### src/dvrt_pkg.sv
// Shared types and constants for the distance-vector route table.
// Used by every module of the block except dvrt_ram; depends on nothing.
package dvrt_pkg;

  // Field widths fixed by the item format
  localparam int NODE_W    = 6;
  localparam int DIST_W    = 8;
  localparam int TTL_W     = 7;
  localparam int ENTRY_W   = DIST_W + NODE_W;
  localparam int NODES_DEF = 64;
  localparam int CMDQ_DEPTH = 2;
  localparam logic [DIST_W-1:0] DIST_MAX = '1;

  // Input item kinds (carried on in_tuser)
  typedef enum logic [1:0] {
    KIND_INSTALL = 2'd0,
    KIND_UPDATE  = 2'd1,
    KIND_FORWARD = 2'd2,
    KIND_ADVERT  = 2'd3
  } kind_t;

  // Result status codes (carried on out_tuser)
  typedef enum logic [2:0] {
    ST_DELIVERED = 3'd0,
    ST_FORWARDED = 3'd1,
    ST_EXPIRED   = 3'd2,
    ST_NOROUTE   = 3'd3,
    ST_ENTRY     = 3'd4,
    ST_EMPTY     = 3'd5
  } status_t;

  // Classified operations handed from front to back
  typedef enum logic [2:0] {
    OP_INSTALL = 3'd0,
    OP_UPDATE  = 3'd1,
    OP_DELIVER = 3'd2,
    OP_NOROUTE = 3'd3,
    OP_FORWARD = 3'd4,
    OP_ADVERT  = 3'd5
  } op_t;

  typedef struct packed {
    op_t               op;
    logic [NODE_W-1:0] dest;
    logic [NODE_W-1:0] nbr;
    logic [DIST_W-1:0] hop_dist;
    logic [TTL_W-1:0]  ttl;
  } cmd_t;

  typedef struct packed {
    status_t           status;
    logic [NODE_W-1:0] node;
    logic [NODE_W-1:0] hop;
    logic [DIST_W-1:0] hop_dist;
    logic [TTL_W-1:0]  ttl;
    logic              last;
  } res_t;

endpackage

### src/distance_vector_route_table.sv
// Top level of the distance-vector route table.
// Depends on dvrt_pkg, dvrt_front, dvrt_fifo and dvrt_back.
//
// The block holds one route per destination node (valid mark, hop distance,
// next hop) in a NODES-deep RAM, with the valid marks in flip-flops cleared at
// reset. A front end classifies each input item and places the ones it keeps
// (out-of-table installs and updates are dropped) in a two-entry command
// queue; a back end carries commands out against the table. Install and route
// updates each pop the queue with a table read, then decide and write. A
// forward lookup gives one result. An advertise run walks the table one index
// per cycle, stopping at each valid entry to emit it (waiting while the output
// is stalled), up to the last valid entry; an empty table gives a single result.
// Results wait in an output register, so input keeps being taken into the
// queue while a result is stalled, until the queue is full. own_node_id lies
// at byte address 0.
module distance_vector_route_table import dvrt_pkg::*; #(
  parameter int NODES = NODES_DEF
) (
  input  logic        clk,
  input  logic        rst_n,
  // input stream
  input  logic        in_tvalid,
  output logic        in_tready,
  input  logic [31:0] in_tdata,   // dest_node[5:0] neighbor_node[11:6] distance[19:12] ttl[26:20]
  input  logic [1:0]  in_tuser,   // kind[1:0]
  // result stream
  output logic        out_tvalid,
  input  logic        out_tready,
  output logic [31:0] out_tdata,  // entry_node[5:0] next_hop[11:6] distance_out[19:12] ttl_out[26:20]
  output logic [2:0]  out_tuser,  // status[2:0]
  output logic        out_tlast,  // last
  // configuration
  input  logic        cfg_psel,
  input  logic        cfg_penable,
  input  logic        cfg_pwrite,
  input  logic [2:0]  cfg_paddr,
  input  logic [31:0] cfg_pwdata,
  output logic [31:0] cfg_prdata,
  output logic        cfg_pready
);

  logic [NODE_W-1:0] own_id_r;
  logic              q_push;
  logic              q_pop;
  logic              q_empty;
  logic              q_full;
  cmd_t              q_cmd;
  cmd_t              q_head;
  res_t              res;

  // Register file: own node id at index 0
  assign cfg_pready = 1'b1;
  assign cfg_prdata = cfg_paddr[2] ? 32'd0 : {{(32 - NODE_W){1'b0}}, own_id_r};

  always_ff @(posedge clk) begin
    if (!rst_n) begin
      own_id_r <= '0;
    end else if (cfg_psel && cfg_penable && cfg_pwrite && cfg_pready && !cfg_paddr[2]) begin
      own_id_r <= cfg_pwdata[NODE_W-1:0];
    end
  end

  dvrt_front #(
    .NODES(NODES)
  ) u_front (
    .in_tvalid(in_tvalid),
    .in_tready(in_tready),
    .in_kind  (in_tuser),
    .in_dest  (in_tdata[5:0]),
    .in_nbr   (in_tdata[11:6]),
    .in_dist  (in_tdata[19:12]),
    .in_ttl   (in_tdata[26:20]),
    .own_id   (own_id_r),
    .q_full   (q_full),
    .q_push   (q_push),
    .q_cmd    (q_cmd)
  );

  dvrt_fifo u_cmdq (
    .clk     (clk),
    .rst_n   (rst_n),
    .push    (q_push),
    .push_cmd(q_cmd),
    .pop     (q_pop),
    .head    (q_head),
    .empty   (q_empty),
    .full    (q_full)
  );

  dvrt_back #(
    .NODES(NODES)
  ) u_back (
    .clk      (clk),
    .rst_n    (rst_n),
    .q_empty  (q_empty),
    .q_head   (q_head),
    .q_pop    (q_pop),
    .out_valid(out_tvalid),
    .out_ready(out_tready),
    .out_res  (res)
  );

  // Pack result fields
  assign out_tdata = {5'd0, res.ttl, res.hop_dist, res.hop, res.node};
  assign out_tuser = res.status;
  assign out_tlast = res.last;

endmodule

### src/dvrt_ram.sv
// Generic single-write, single-read RAM with registered read data.
// No dependencies.
module dvrt_ram #(
  parameter int WIDTH = 8,
  parameter int DEPTH = 64
) (
  input  logic                     clk,
  input  logic                     we,
  input  logic [$clog2(DEPTH)-1:0] waddr,
  input  logic [WIDTH-1:0]         wdata,
  input  logic                     re,
  input  logic [$clog2(DEPTH)-1:0] raddr,
  output logic [WIDTH-1:0]         rdata_r
);

  logic [WIDTH-1:0] mem_r [DEPTH];

  // Write and registered read; read data holds while re is low
  always_ff @(posedge clk) begin
    if (we) begin
      mem_r[waddr] <= wdata;
    end
    if (re) begin
      rdata_r <= mem_r[raddr];
    end
  end

endmodule

### src/dvrt_front.sv
// Front end: accepts input items, classifies them and builds queue commands.
// Depends on dvrt_pkg.
module dvrt_front import dvrt_pkg::*; #(
  parameter int NODES = NODES_DEF
) (
  input  logic              in_tvalid,
  output logic              in_tready,
  input  logic [1:0]        in_kind,
  input  logic [NODE_W-1:0] in_dest,
  input  logic [NODE_W-1:0] in_nbr,
  input  logic [DIST_W-1:0] in_dist,
  input  logic [TTL_W-1:0]  in_ttl,
  input  logic [NODE_W-1:0] own_id,
  input  logic              q_full,
  output logic              q_push,
  output cmd_t              q_cmd
);

  logic in_table;
  logic keep;

  assign in_table  = int'(in_dest) < NODES;
  assign in_tready = !q_full;

  // Classify the item; out-of-table writes are dropped here
  always_comb begin
    q_cmd.dest     = in_dest;
    q_cmd.nbr      = in_nbr;
    q_cmd.hop_dist = in_dist;
    q_cmd.ttl      = in_ttl;
    q_cmd.op       = OP_INSTALL;
    keep           = 1'b1;
    case (kind_t'(in_kind))
      KIND_INSTALL: begin
        q_cmd.op = OP_INSTALL;
        keep     = in_table;
      end
      KIND_UPDATE: begin
        q_cmd.op       = OP_UPDATE;
        keep           = in_table;
        // saturate advertised distance plus one
        q_cmd.hop_dist = (in_dist == DIST_MAX) ? DIST_MAX : in_dist + DIST_W'(1);
      end
      KIND_FORWARD: begin
        if (in_dest == own_id) begin
          q_cmd.op = OP_DELIVER;
        end else if (!in_table) begin
          q_cmd.op = OP_NOROUTE;
        end else begin
          q_cmd.op = OP_FORWARD;
        end
      end
      KIND_ADVERT: begin
        q_cmd.op = OP_ADVERT;
      end
      default: begin
        q_cmd.op = OP_ADVERT;
      end
    endcase
  end

  assign q_push = in_tvalid && in_tready && keep;

endmodule

### src/dvrt_fifo.sv
// Short command queue between front end and back end.
// Depends on dvrt_pkg.
module dvrt_fifo import dvrt_pkg::*; #(
  parameter int DEPTH = CMDQ_DEPTH
) (
  input  logic clk,
  input  logic rst_n,
  input  logic push,
  input  cmd_t push_cmd,
  input  logic pop,
  output cmd_t head,
  output logic empty,
  output logic full
);

  localparam int PTR_W = (DEPTH > 1) ? $clog2(DEPTH) : 1;
  localparam int CNT_W = $clog2(DEPTH + 1);

  cmd_t             slot_r [DEPTH];
  logic [PTR_W-1:0] wptr_r, wptr_nxt;
  logic [PTR_W-1:0] rptr_r, rptr_nxt;
  logic [CNT_W-1:0] cnt_r, cnt_nxt;

  assign empty = (cnt_r == '0);
  assign full  = (cnt_r == CNT_W'(DEPTH));
  assign head  = slot_r[rptr_r];

  // Advance pointers with explicit wrap
  always_comb begin
    wptr_nxt = wptr_r;
    rptr_nxt = rptr_r;
    cnt_nxt  = cnt_r;
    if (push) begin
      wptr_nxt = (wptr_r == PTR_W'(DEPTH - 1)) ? '0 : wptr_r + PTR_W'(1);
    end
    if (pop) begin
      rptr_nxt = (rptr_r == PTR_W'(DEPTH - 1)) ? '0 : rptr_r + PTR_W'(1);
    end
    if (push && !pop) begin
      cnt_nxt = cnt_r + CNT_W'(1);
    end else if (pop && !push) begin
      cnt_nxt = cnt_r - CNT_W'(1);
    end
  end

  always_ff @(posedge clk) begin
    if (!rst_n) begin
      wptr_r <= '0;
      rptr_r <= '0;
      cnt_r  <= '0;
    end else begin
      wptr_r <= wptr_nxt;
      rptr_r <= rptr_nxt;
      cnt_r  <= cnt_nxt;
    end
  end

  // Store pushed command
  always_ff @(posedge clk) begin
    if (push) begin
      slot_r[wptr_r] <= push_cmd;
    end
  end

endmodule

### src/dvrt_back.sv
// Back end: executes queued commands against the route table and drives
// the result register. Depends on dvrt_pkg and dvrt_ram.
module dvrt_back import dvrt_pkg::*; #(
  parameter int NODES = NODES_DEF
) (
  input  logic clk,
  input  logic rst_n,
  input  logic q_empty,
  input  cmd_t q_head,
  output logic q_pop,
  output logic out_valid,
  input  logic out_ready,
  output res_t out_res
);

  localparam int IDX_W = $clog2(NODES);

  typedef enum logic [3:0] {
    S_IDLE = 4'b0001,
    S_EXEC = 4'b0010,
    S_SCAN = 4'b0100,
    S_EMIT = 4'b1000
  } state_t;

  state_t             state_r, state_nxt;
  cmd_t               cmd_r;
  logic [NODES-1:0]   valid_r, valid_nxt;
  logic [IDX_W-1:0]   idx_r, idx_nxt;
  logic               out_valid_r, out_valid_nxt;
  res_t               res_r, res_nxt;

  logic               ram_we;
  logic [IDX_W-1:0]   ram_waddr;
  logic [ENTRY_W-1:0] ram_wdata;
  logic               ram_re;
  logic [IDX_W-1:0]   ram_raddr;
  logic [ENTRY_W-1:0] ram_rdata;
  logic [NODE_W-1:0]  rd_hop;
  logic [DIST_W-1:0]  rd_dist;
  logic [IDX_W-1:0]   cmd_idx;
  logic               out_free;
  logic               last_entry;

  dvrt_ram #(
    .WIDTH(ENTRY_W),
    .DEPTH(NODES)
  ) u_table (
    .clk    (clk),
    .we     (ram_we),
    .waddr  (ram_waddr),
    .wdata  (ram_wdata),
    .re     (ram_re),
    .raddr  (ram_raddr),
    .rdata_r(ram_rdata)
  );

  assign rd_hop     = ram_rdata[NODE_W-1:0];
  assign rd_dist    = ram_rdata[ENTRY_W-1:NODE_W];
  assign cmd_idx    = cmd_r.dest[IDX_W-1:0];
  assign out_free   = !out_valid_r || out_ready;
  // no valid entry above the current scan index
  assign last_entry = ~|((valid_r >> idx_r) >> 1);

  assign q_pop     = (state_r == S_IDLE) && !q_empty;
  assign ram_re    = q_pop || ((state_r == S_SCAN) && valid_r[idx_r]);
  assign ram_raddr = (state_r == S_IDLE) ? q_head.dest[IDX_W-1:0] : idx_r;
  assign ram_waddr = cmd_idx;
  assign ram_wdata = {cmd_r.hop_dist, cmd_r.nbr};

  // Sequence commands and the advertise walk
  always_comb begin
    state_nxt     = state_r;
    valid_nxt     = valid_r;
    idx_nxt       = idx_r;
    ram_we        = 1'b0;
    out_valid_nxt = out_valid_r;
    res_nxt       = res_r;
    if (out_valid_r && out_ready) begin
      out_valid_nxt = 1'b0;
    end
    case (state_r)
      S_IDLE: begin
        if (!q_empty) begin
          state_nxt = S_EXEC;
        end
      end
      S_EXEC: begin
        case (cmd_r.op)
          OP_INSTALL: begin
            ram_we             = 1'b1;
            valid_nxt[cmd_idx] = 1'b1;
            state_nxt          = S_IDLE;
          end
          OP_UPDATE: begin
            if (!valid_r[cmd_idx] || rd_hop == cmd_r.nbr || cmd_r.hop_dist < rd_dist) begin
              ram_we             = 1'b1;
              valid_nxt[cmd_idx] = 1'b1;
            end
            state_nxt = S_IDLE;
          end
          OP_ADVERT: begin
            if (|valid_r) begin
              idx_nxt   = '0;
              state_nxt = S_SCAN;
            end else if (out_free) begin
              res_nxt       = '0;
              res_nxt.status = ST_EMPTY;
              res_nxt.last  = 1'b1;
              out_valid_nxt = 1'b1;
              state_nxt     = S_IDLE;
            end
          end
          default: begin
            // delivered, no route, forward
            if (out_free) begin
              res_nxt       = '0;
              res_nxt.node  = cmd_r.dest;
              out_valid_nxt = 1'b1;
              state_nxt     = S_IDLE;
              if (cmd_r.op == OP_DELIVER) begin
                res_nxt.status = ST_DELIVERED;
              end else if (cmd_r.op == OP_NOROUTE || !valid_r[cmd_idx]) begin
                res_nxt.status = ST_NOROUTE;
              end else if (cmd_r.ttl <= TTL_W'(1)) begin
                res_nxt.status = ST_EXPIRED;
              end else begin
                res_nxt.status = ST_FORWARDED;
                res_nxt.hop    = rd_hop;
                res_nxt.ttl    = cmd_r.ttl - TTL_W'(1);
              end
            end
          end
        endcase
      end
      S_SCAN: begin
        if (valid_r[idx_r]) begin
          state_nxt = S_EMIT;
        end else if (idx_r == IDX_W'(NODES - 1)) begin
          state_nxt = S_IDLE;
        end else begin
          idx_nxt = idx_r + IDX_W'(1);
        end
      end
      S_EMIT: begin
        if (out_free) begin
          res_nxt.status   = ST_ENTRY;
          res_nxt.node     = NODE_W'(idx_r);
          res_nxt.hop      = rd_hop;
          res_nxt.hop_dist = rd_dist;
          res_nxt.ttl      = '0;
          res_nxt.last     = last_entry;
          out_valid_nxt    = 1'b1;
          if (last_entry || idx_r == IDX_W'(NODES - 1)) begin
            state_nxt = S_IDLE;
          end else begin
            idx_nxt   = idx_r + IDX_W'(1);
            state_nxt = S_SCAN;
          end
        end
      end
      default: begin
        state_nxt = S_IDLE;
      end
    endcase
  end

  always_ff @(posedge clk) begin
    if (!rst_n) begin
      state_r     <= S_IDLE;
      valid_r     <= '0;
      idx_r       <= '0;
      out_valid_r <= 1'b0;
    end else begin
      state_r     <= state_nxt;
      valid_r     <= valid_nxt;
      idx_r       <= idx_nxt;
      out_valid_r <= out_valid_nxt;
    end
  end

  // Capture popped command and result payload
  always_ff @(posedge clk) begin
    if (q_pop) begin
      cmd_r <= q_head;
    end
    res_r <= res_nxt;
  end

  assign out_valid = out_valid_r;
  assign out_res   = res_r;

endmodule
### config.mk
export PLATFORM = sky130hd
export DESIGN_NAME = distance_vector_route_table
export DESIGN_NICKNAME = d
export VERILOG_FILES = /design/src/dvrt_pkg.sv /design/src/distance_vector_route_table.sv /design/src/dvrt_ram.sv /design/src/dvrt_front.sv /design/src/dvrt_fifo.sv /design/src/dvrt_back.sv
export SDC_FILE = /design/constraint.sdc
export NUM_CORES = 2
export LEC_CHECK = 0
export ABC_CLOCK_PERIOD_IN_PS = 5700
export BUFFER_PORTS_ARGS = -buffer_cell sky130_fd_sc_hd__buf_4
export CORE_UTILIZATION = 45
export CTS_BUF_LIST = sky130_fd_sc_hd__clkbuf_8
export DETAILED_ROUTE_END_ITERATION = 8
export PLACE_DENSITY = 0.58
export SLEW_MARGIN = 5
export SYNTH_ARGS = -nofsm -noshare
export SYNTH_HDL_FRONTEND = slang
export SYNTH_SLANG_ARGS = --single-unit
export TNS_END_PERCENT = 5
### constraint.sdc
create_clock -name clk -period 5.7 [get_ports clk]
set_input_delay 1.14 -clock clk [delete_from_list [all_inputs] [get_ports clk]]
set_output_delay 1.14 -clock clk [all_outputs]
set_load 0.02 [all_outputs]
# [Yosys cells after proc, flatten, opt, wreduce, memory -nomap -nowiden]
# Memories as Yosys holds them, arrays and structs flattened. A register that Yosys moved wholly into a read port is not among the register bits.
# Index checks and enable logic that the tools add are counted.
[op_classes] addsub=7 mul=0 div=0 n_lt_le_gt_ge=5 eq_ne=28 n_shift=1 mux=63 bitwise=1 reduce_logical=38
[ops] operator="$pmux 64 s2" count=1
[ops] operator="$mux 31" count=4
[ops] operator="$pmux 31 s2" count=2
[ops] operator="$mux 6" count=11
[ops] operator="$mux 64" count=1
[ops] operator="$or 64x64->64" count=1
[ops] operator="$reduce_or 64->1" count=1
[ops] operator="$shr 64x6->64" count=1
[ops] operator="$reduce_or 63->1" count=1
[ops] operator="$mux 4" count=6
[ops] operator="$mux 7" count=3
[ops] operator="$pmux 6 s3" count=1
[ops] operator="$mux 1" count=16
[ops] operator="$mux 8" count=2
[ops] operator="$pmux 4 s4" count=1
[ops] operator="$lt 6x7->1 const B" count=2
[ops] operator="$bmux 1 s6" count=2
[ops] operator="$eq 6x6->1" count=2
[ops] operator="$mux 3" count=4
[ops] operator="$pmux 3 s4" count=1
[ops] operator="$logic_and 1x1->1" count=10
[ops] operator="$ne 2x1->1 const B" count=5
[ops] operator="$ne 2x2->1 const B" count=5
[ops] operator="$add 8x1->8 const B" count=1
[ops] operator="34 further kinds" count=59
[word_totals] regBits=146 latch_bits=0 mem_bits_rw=956 mem_bits_ro=0 inputBits=76 out_inout_bits=71 mem_count=2
[memory_table] memory="u_back.u_table.mem_r" depth=64 width=14 read_ports=1 rd_clocked_by_memory_dff=1 write_ports=1 line_no="dvrt_ram.sv:16" text="logic [WIDTH-1:0] mem_r [DEPTH];"
[memory_table] memory="u_cmdq.slot_r" depth=2 width=30 read_ports=1 rd_clocked_by_memory_dff=1 write_ports=1 line_no="dvrt_fifo.sv:19" text="cmd_t slot_r [DEPTH];"

# [Depth between registers and ports, before layout]
[depth] word_depth=10 mapped_depth=16 mapped_depth_nobuf=11

# [Modules after synthesis]
# Synthesis repeated with hierarchy kept, for this count alone.
[unflattened] hier_cells=2941 hier_area_um2=48676.7
[modules_own_cells] module="dvrt_ram" n_inst=1 cells_each=1571 area_per_inst_um2=35016.1 seq_area_each_um2=27326.2
[modules_own_cells] module="dvrt_back" n_inst=1 cells_each=1122 area_per_inst_um2=10272.4 seq_area_each_um2=3333.2
[modules_own_cells] module="dvrt_fifo" n_inst=1 cells_each=115 area_per_inst_um2=2373.5 seq_area_each_um2=1901.8
[modules_own_cells] module="distance_vector_route_table" n_inst=1 cells_each=67 area_per_inst_um2=550.5 seq_area_each_um2=120.1
[modules_own_cells] module="dvrt_front" n_inst=1 cells_each=66 area_per_inst_um2=464.2 seq_area_each_um2=0.0

# [Least setup slack after synthesis]
# Ideal clock, no wire load.
[synth_timing] path_type="reg-to-reg" from="reg u_back.valid_r[43]" to="reg u_back.res_r, in the netlist u_back.out_res[0], enable pin" setup_ns=0.467 t_arrival_ns=4.204 required_ns=5.233 slack_ns=1.029 stages_incl_launch_ff=10 cell_sequence="dfxtp_1 > clkbuf_1 > or4_1 > nor2_1 > nand4_1 > nor4_1 > nor3_1 > nand2b_1 > or2_2 > a21boi_0"
[synth_via] elab_chain_cells=3
[synth_rtl] item="start: declaration" line_no="dvrt_back.sv:27" text="logic [NODES-1:0] valid_r, valid_nxt;"
[synth_rtl] item="start signal: assignment" line_no="dvrt_back.sv:175" text="valid_r <= valid_nxt;"
[synth_rtl] item="$reduce_or 64->1" line_no="dvrt_back.sv:102" text="if (|valid_r) begin"
[synth_rtl] item="$ne 3x3->1 (no source line)"
[synth_rtl] item="$reduce_and 5->1 (no source line)"
[synth_rtl] item="end signal: assignment" line_no="dvrt_back.sv:186" text="res_r <= res_nxt;"
[synth_rtl] item="end: declaration" line_no="dvrt_back.sv:30" text="res_t res_r, res_nxt;"
# Every way passes these cells.
# A chain may end at the register's enable or synchronous reset.

# [Final worst setup path]
[layout_timing] from="reg u_back.cmd_r, in the netlist u_back.cmd_idx[1]" to="mem u_back.u_table.mem_r[4][4] (netlist name), enable pin"
[layout_via] elab_chain_cells=10
[layout_rtl] item="start: declaration" line_no="dvrt_back.sv:26" text="cmd_t cmd_r;"
[layout_rtl] item="start signal: assignment" line_no="dvrt_back.sv:184" text="cmd_r <= q_head;"
[layout_rtl] item="$bmux 1 s6" line_no="dvrt_back.sv:95" text="if (!valid_r[cmd_idx] || rd_hop == cmd_r.nbr || cmd_r.hop_dist < rd_dist) begin"
[layout_rtl] item="$mux 1 (not written as such)" line_no="dvrt_back.sv:95"
[layout_rtl] item="$logic_not 1->1" line_no="dvrt_back.sv:95"
[layout_rtl] item="$logic_or 1x1->1 (2 in a row)" line_no="dvrt_back.sv:95"
[layout_rtl] item="$mux 1" line_no="dvrt_back.sv:95"
[layout_rtl] item="$pmux 1 s2" line_no="dvrt_back.sv:88" text="case (cmd_r.op)"
[layout_rtl] item="$mux 1" line_no="dvrt_back.sv:81" text="case (state_r)"
[layout_rtl] item="$mux 1" line_no="dvrt_ram.sv:20" text="if (we) begin"
[layout_rtl] item="$mux 1 (not written as such)" line_no="dvrt_ram.sv:21" text="mem_r[waddr] <= wdata;"
[layout_rtl] item="end: declaration" line_no="dvrt_ram.sv:16"
# Several ways; a longest one is shown, not always the timed one. The select of a mux whose other input is x is not followed.

==> out/metrics.yaml <==
run_status:
  outcome: "finished with violations"
  failing_checks: "design-rule violations"
drt:
  antenna_left: 0
  route.final.wire_length_um: 124100
  drt_pre_antenna_iters: 7
  mean_routed_wirelength_per_cell_um: 26.92
  route.detailed.vias_per_inst: 5.940
  drt-initial-drc-count: 2543
  post-route-drc-count: 26
  detailroute.via_count: 27380
worst_setup_path:
  worstReg2RegEnd: "u_back.u_table.mem_r[4][4]$_DFFE_PP_"
  critical_path_class: "reg2reg"
  origin_of_the_critical_flop_to_flop_path: "u_back.cmd_idx[1]$_DFFE_PP_"
  timing.critical_path.slowest_stage_cell: "nor3_2"
  worst-r2r-cell-count: 10
  crit_path_max_fanout: 18
  cp_data_required_time_ns: 6.25
  crit_chain: "mux2_2 > a221oi_1 > a21oi_1 > o21ai_0 > nand3_1 > nor3_1 > nand3b_1 > o21ai_4 > nor3_2 > buf_4"
  critical-path-max-stage-delay_ns: 1.05
  crit_path_start_kind: "flop"
  critical_path.endpoint_type: "flop"
  critical_path_arrival_ns: 5.29
  reg2reg_slack_ns: 0.96
logic_synthesis:
  postSynth.topFlopCell: "edfxtp_1"
  synth_cell_type_count: 88
  synth.area.top_cells: "edfxtp_1, mux4_2, dfxtp_1"
  syn_inst: 2890
  synthesis.area_mm2: 0.04822
  syn_avg_cell_area_um2: 16.68
  asyncSetResetFlopFracSynth_pct: 0
  netlist.area_leader.share_pct: 64.21
  synth_sequential_area_ratio_pct: 67.78
  synthDominantAreaCellType: "edfxtp_1"
  ys_warn_count: 0
  yosys_register_bits: 1117
  synth_enable_flop_cells: 1031
grt:
  grt_max_degree: 104
  globalRouteTotalUtil_pct: 23.10
  grt_first_pass_wirelength_um: 183400
  overflow: 0
  antenna_found_initial: 1
  vias_in_the_first_global_route: 27630
pwr:
  total_switching_power_uw: 8580
  swShare_pct: 34.31
  pwr-share-clk_pct: 25.3
  power.combinational.fraction_pct: 32.7
  power_per_cell_area_mw_per_mm2: 460.7
  power_report.internal_total_uw: 16420
  worst_ir_drop_vdd_mv: 0.5970
  leakage_uw: 0.01788
  power.sequential.fraction_pct: 42.0
floorplanning:
  initial_core_util_pct: 45.61
  die_w_um: 329.3
  boundaryPins: 147
  die_height_um: 329.3
  design.core.area_mm2: 0.1057
  core.rowCount: 119
  dieArea_mm2: 0.1085
finish:
  layout-drive-gt1-share_pct: 26.74
  n_fill_cell: 8629
  areaGrowthSynthToFinish_pct: 12.56
  layout.nets: 3170
timing:
  slew_viol_final: 0
  timing.slew.headroom_pct: 15.28
  setup_violations: 0
  final_critical_path_setup_slack_ns: 0.9619
  timing_worst_slew_pin_value_ns: 1.264
  timing.final.hold_violations: 0
  final.setup.tns_ns: 0
  period_needed_ns: 4.738
  worst_clock_skew_on_the_final_layout_ns: 0.03635
  min_period_over_period_pct: 83.12
  unrepaired_setup_endpoints_after_global_routing: "no"
  timing.fmax_mhz: 211.1
placed_design:
  placement_setup_slack_ns: 1.050
  gp_congestion: 0.9255
  portBuffers: 81
  hpwlAfterDp_um: 75860
clock_tree:
  post-cts-setup-buffer-count: 0
  clock_insertion_delay_worst_skew_ns: 0.84
  cts-resized-gates: 0
  worst_setup_hold_path_clk_slew_ns: 0.06
  clock_sinks: 1117
  tritoncts.num_buffers: 178
  cts.hold.buffers_added: 0
  cts.path.max_buffers: 3
  clockRootBuffer: "clkbuf_8"
  cts_tree: "done"
  cts_max_level: 4
min_path:
  whs_path_depth: 1
  hp-start: "in_tdata[21]"
  hold_path_end: "u_cmdq.slot_r[1][1]$_DFFE_PP_"
  holdCritPathClass: "in2reg"
flow_run:
  cap_viol_max_count: 0
==> Yosys cell counts (27+ instances only) <==
master	n
inv_1	29
a211oi_1	113
nor2b_1	79
nand2_1	168
buf_4	56
buf_2	27
clkbuf_1	120
o21ai_0	87
a21oi_1	89
dfxtp_1	86
edfxtp_1	1031
mux4_2	261
mux2_2	56
nor3_1	82
mux2i_1	153
nor2_1	101
==> metal layers <==
metal | routed length [um] | vias to the layer above | part of all wire, % | track usage, %
met3 | 8425 | 178 | 6.8 | 4.547
met2 | 59280 | 1066 | 48 | 36.13
li1 | - | 11930 | - | -
met5 | 87 | - | 0.070 | 0.5652
met1 | 53200 | 14200 | 43 | 32.52
met4 | 3060 | 2 | 2.5 | 7.599
==> layout make-up <==
class	count	area [um2]	area share [%]
antenna	2	5.005	0.009221
timing repair buffer	221	1784	3.287
sequential	1117	32690	60.22
clock buffer	186	2560	4.717
tap	1391	1740	3.207
multi-input combinational	1533	14680	27.05
inverter	31	116.4	0.2144
clock inverter	128	698.2	1.286
==> cells in the final DEF, fill, tap and decap left out, drive strengths merged, types with 79 or more instances in the layout <==
cell type and count:
a211oi 113, a21oi 90, buf 221, clkbuf 186, dfxtp 86, edfxtp 1031
inv 101, mux2i 154, mux4 261, nand2 168, nor2 101, nor2b 79
nor3 83, o21ai 92
==> state kept, by name, summed over array words and instances (netlist names), named ones only <==
name                    cells
u_back.out_res             31
u_back.u_table.rdata_r     14
u_back.idx_r                6
u_back.cmd_r               24
u_back.out_valid            1
u_cmdq.wptr_r               1
u_back.cmd_idx              6
u_cmdq.cnt_r                2
u_back.valid_r             64
own_id_r                    6
u_back.state_r              4
u_cmdq.slot_r              60
u_back.u_table.mem_r      896
u_cmdq.rptr_r               1
==> through the flow <==
stage	cells	util, %	power (uW)	cell area (um2)	hold WS, ns
final	4609	51.34	25000	54280	0.4942
after detailed placement	4293	48.25	18940	51010	0.4893
after global placement	4293	48.25	18750	51010	0.4820
after global routing	4608	51.34	26060	54270	0.4347
after floorplan	2920	-	15790	48330	0.4588
after CTS	4607	51.33	25270	54260	0.4015
==> critical path: cells and delay by family, from the launching register on <==
family                 cells  cell delay, ns
DFF                        1            0.77
AOI/OAI and AO/OA          4            1.07
and+or+nand+nor            4            1.91
muxes                      1            0.41
buffers and inverters      1            0.27
==> power by group through the flow <==
stage,logic [uW],registers (uW),clock network [uW]
finish,8180,10500,6320
global route,8700,10500,6840
CTS,8280,10500,6490
detailed placement,8270,10700,0
global placement,8100,10700,0
floorplan,4730,11100,0
==> how the worst max path moves through the flow <==
stage / startpoint / end / slack, ns / cells past startpoint
2_1_floorplan: u_back.valid_r[43]$_SDFFE_PN0P_ / u_back.out_res[0]$_DFFE_PP_ / 1.03 / 9
3_3_place_gp: u_back.cmd_idx[1]$_DFFE_PP_ / u_back.u_table.mem_r[4][4]$_DFFE_PP_ / 1.17 / 10
3_5_place_dp: u_back.cmd_idx[1]$_DFFE_PP_ / u_back.u_table.mem_r[4][12]$_DFFE_PP_ / 1.05 / 10
4_1_cts: u_back.cmd_idx[1]$_DFFE_PP_ / u_back.u_table.mem_r[4][4]$_DFFE_PP_ / 1.05 / 10
5_1_grt: u_back.cmd_idx[1]$_DFFE_PP_ / u_back.u_table.mem_r[4][4]$_DFFE_PP_ / 0.85 / 10
6_report: u_back.cmd_idx[1]$_DFFE_PP_ / u_back.u_table.mem_r[4][4]$_DFFE_PP_ / 0.96 / 10
==> cells by family after synthesis <==
family          synth area share (%)
xor+xnor                      0.4904
flops                          67.78
other cells                  0.01558
compound gates                 5.870
mux                            16.81
fa+ha+maj                     0.3114
simple gates                   5.815
buf+inv                        2.906
Power figures use the tool's default switching activity.
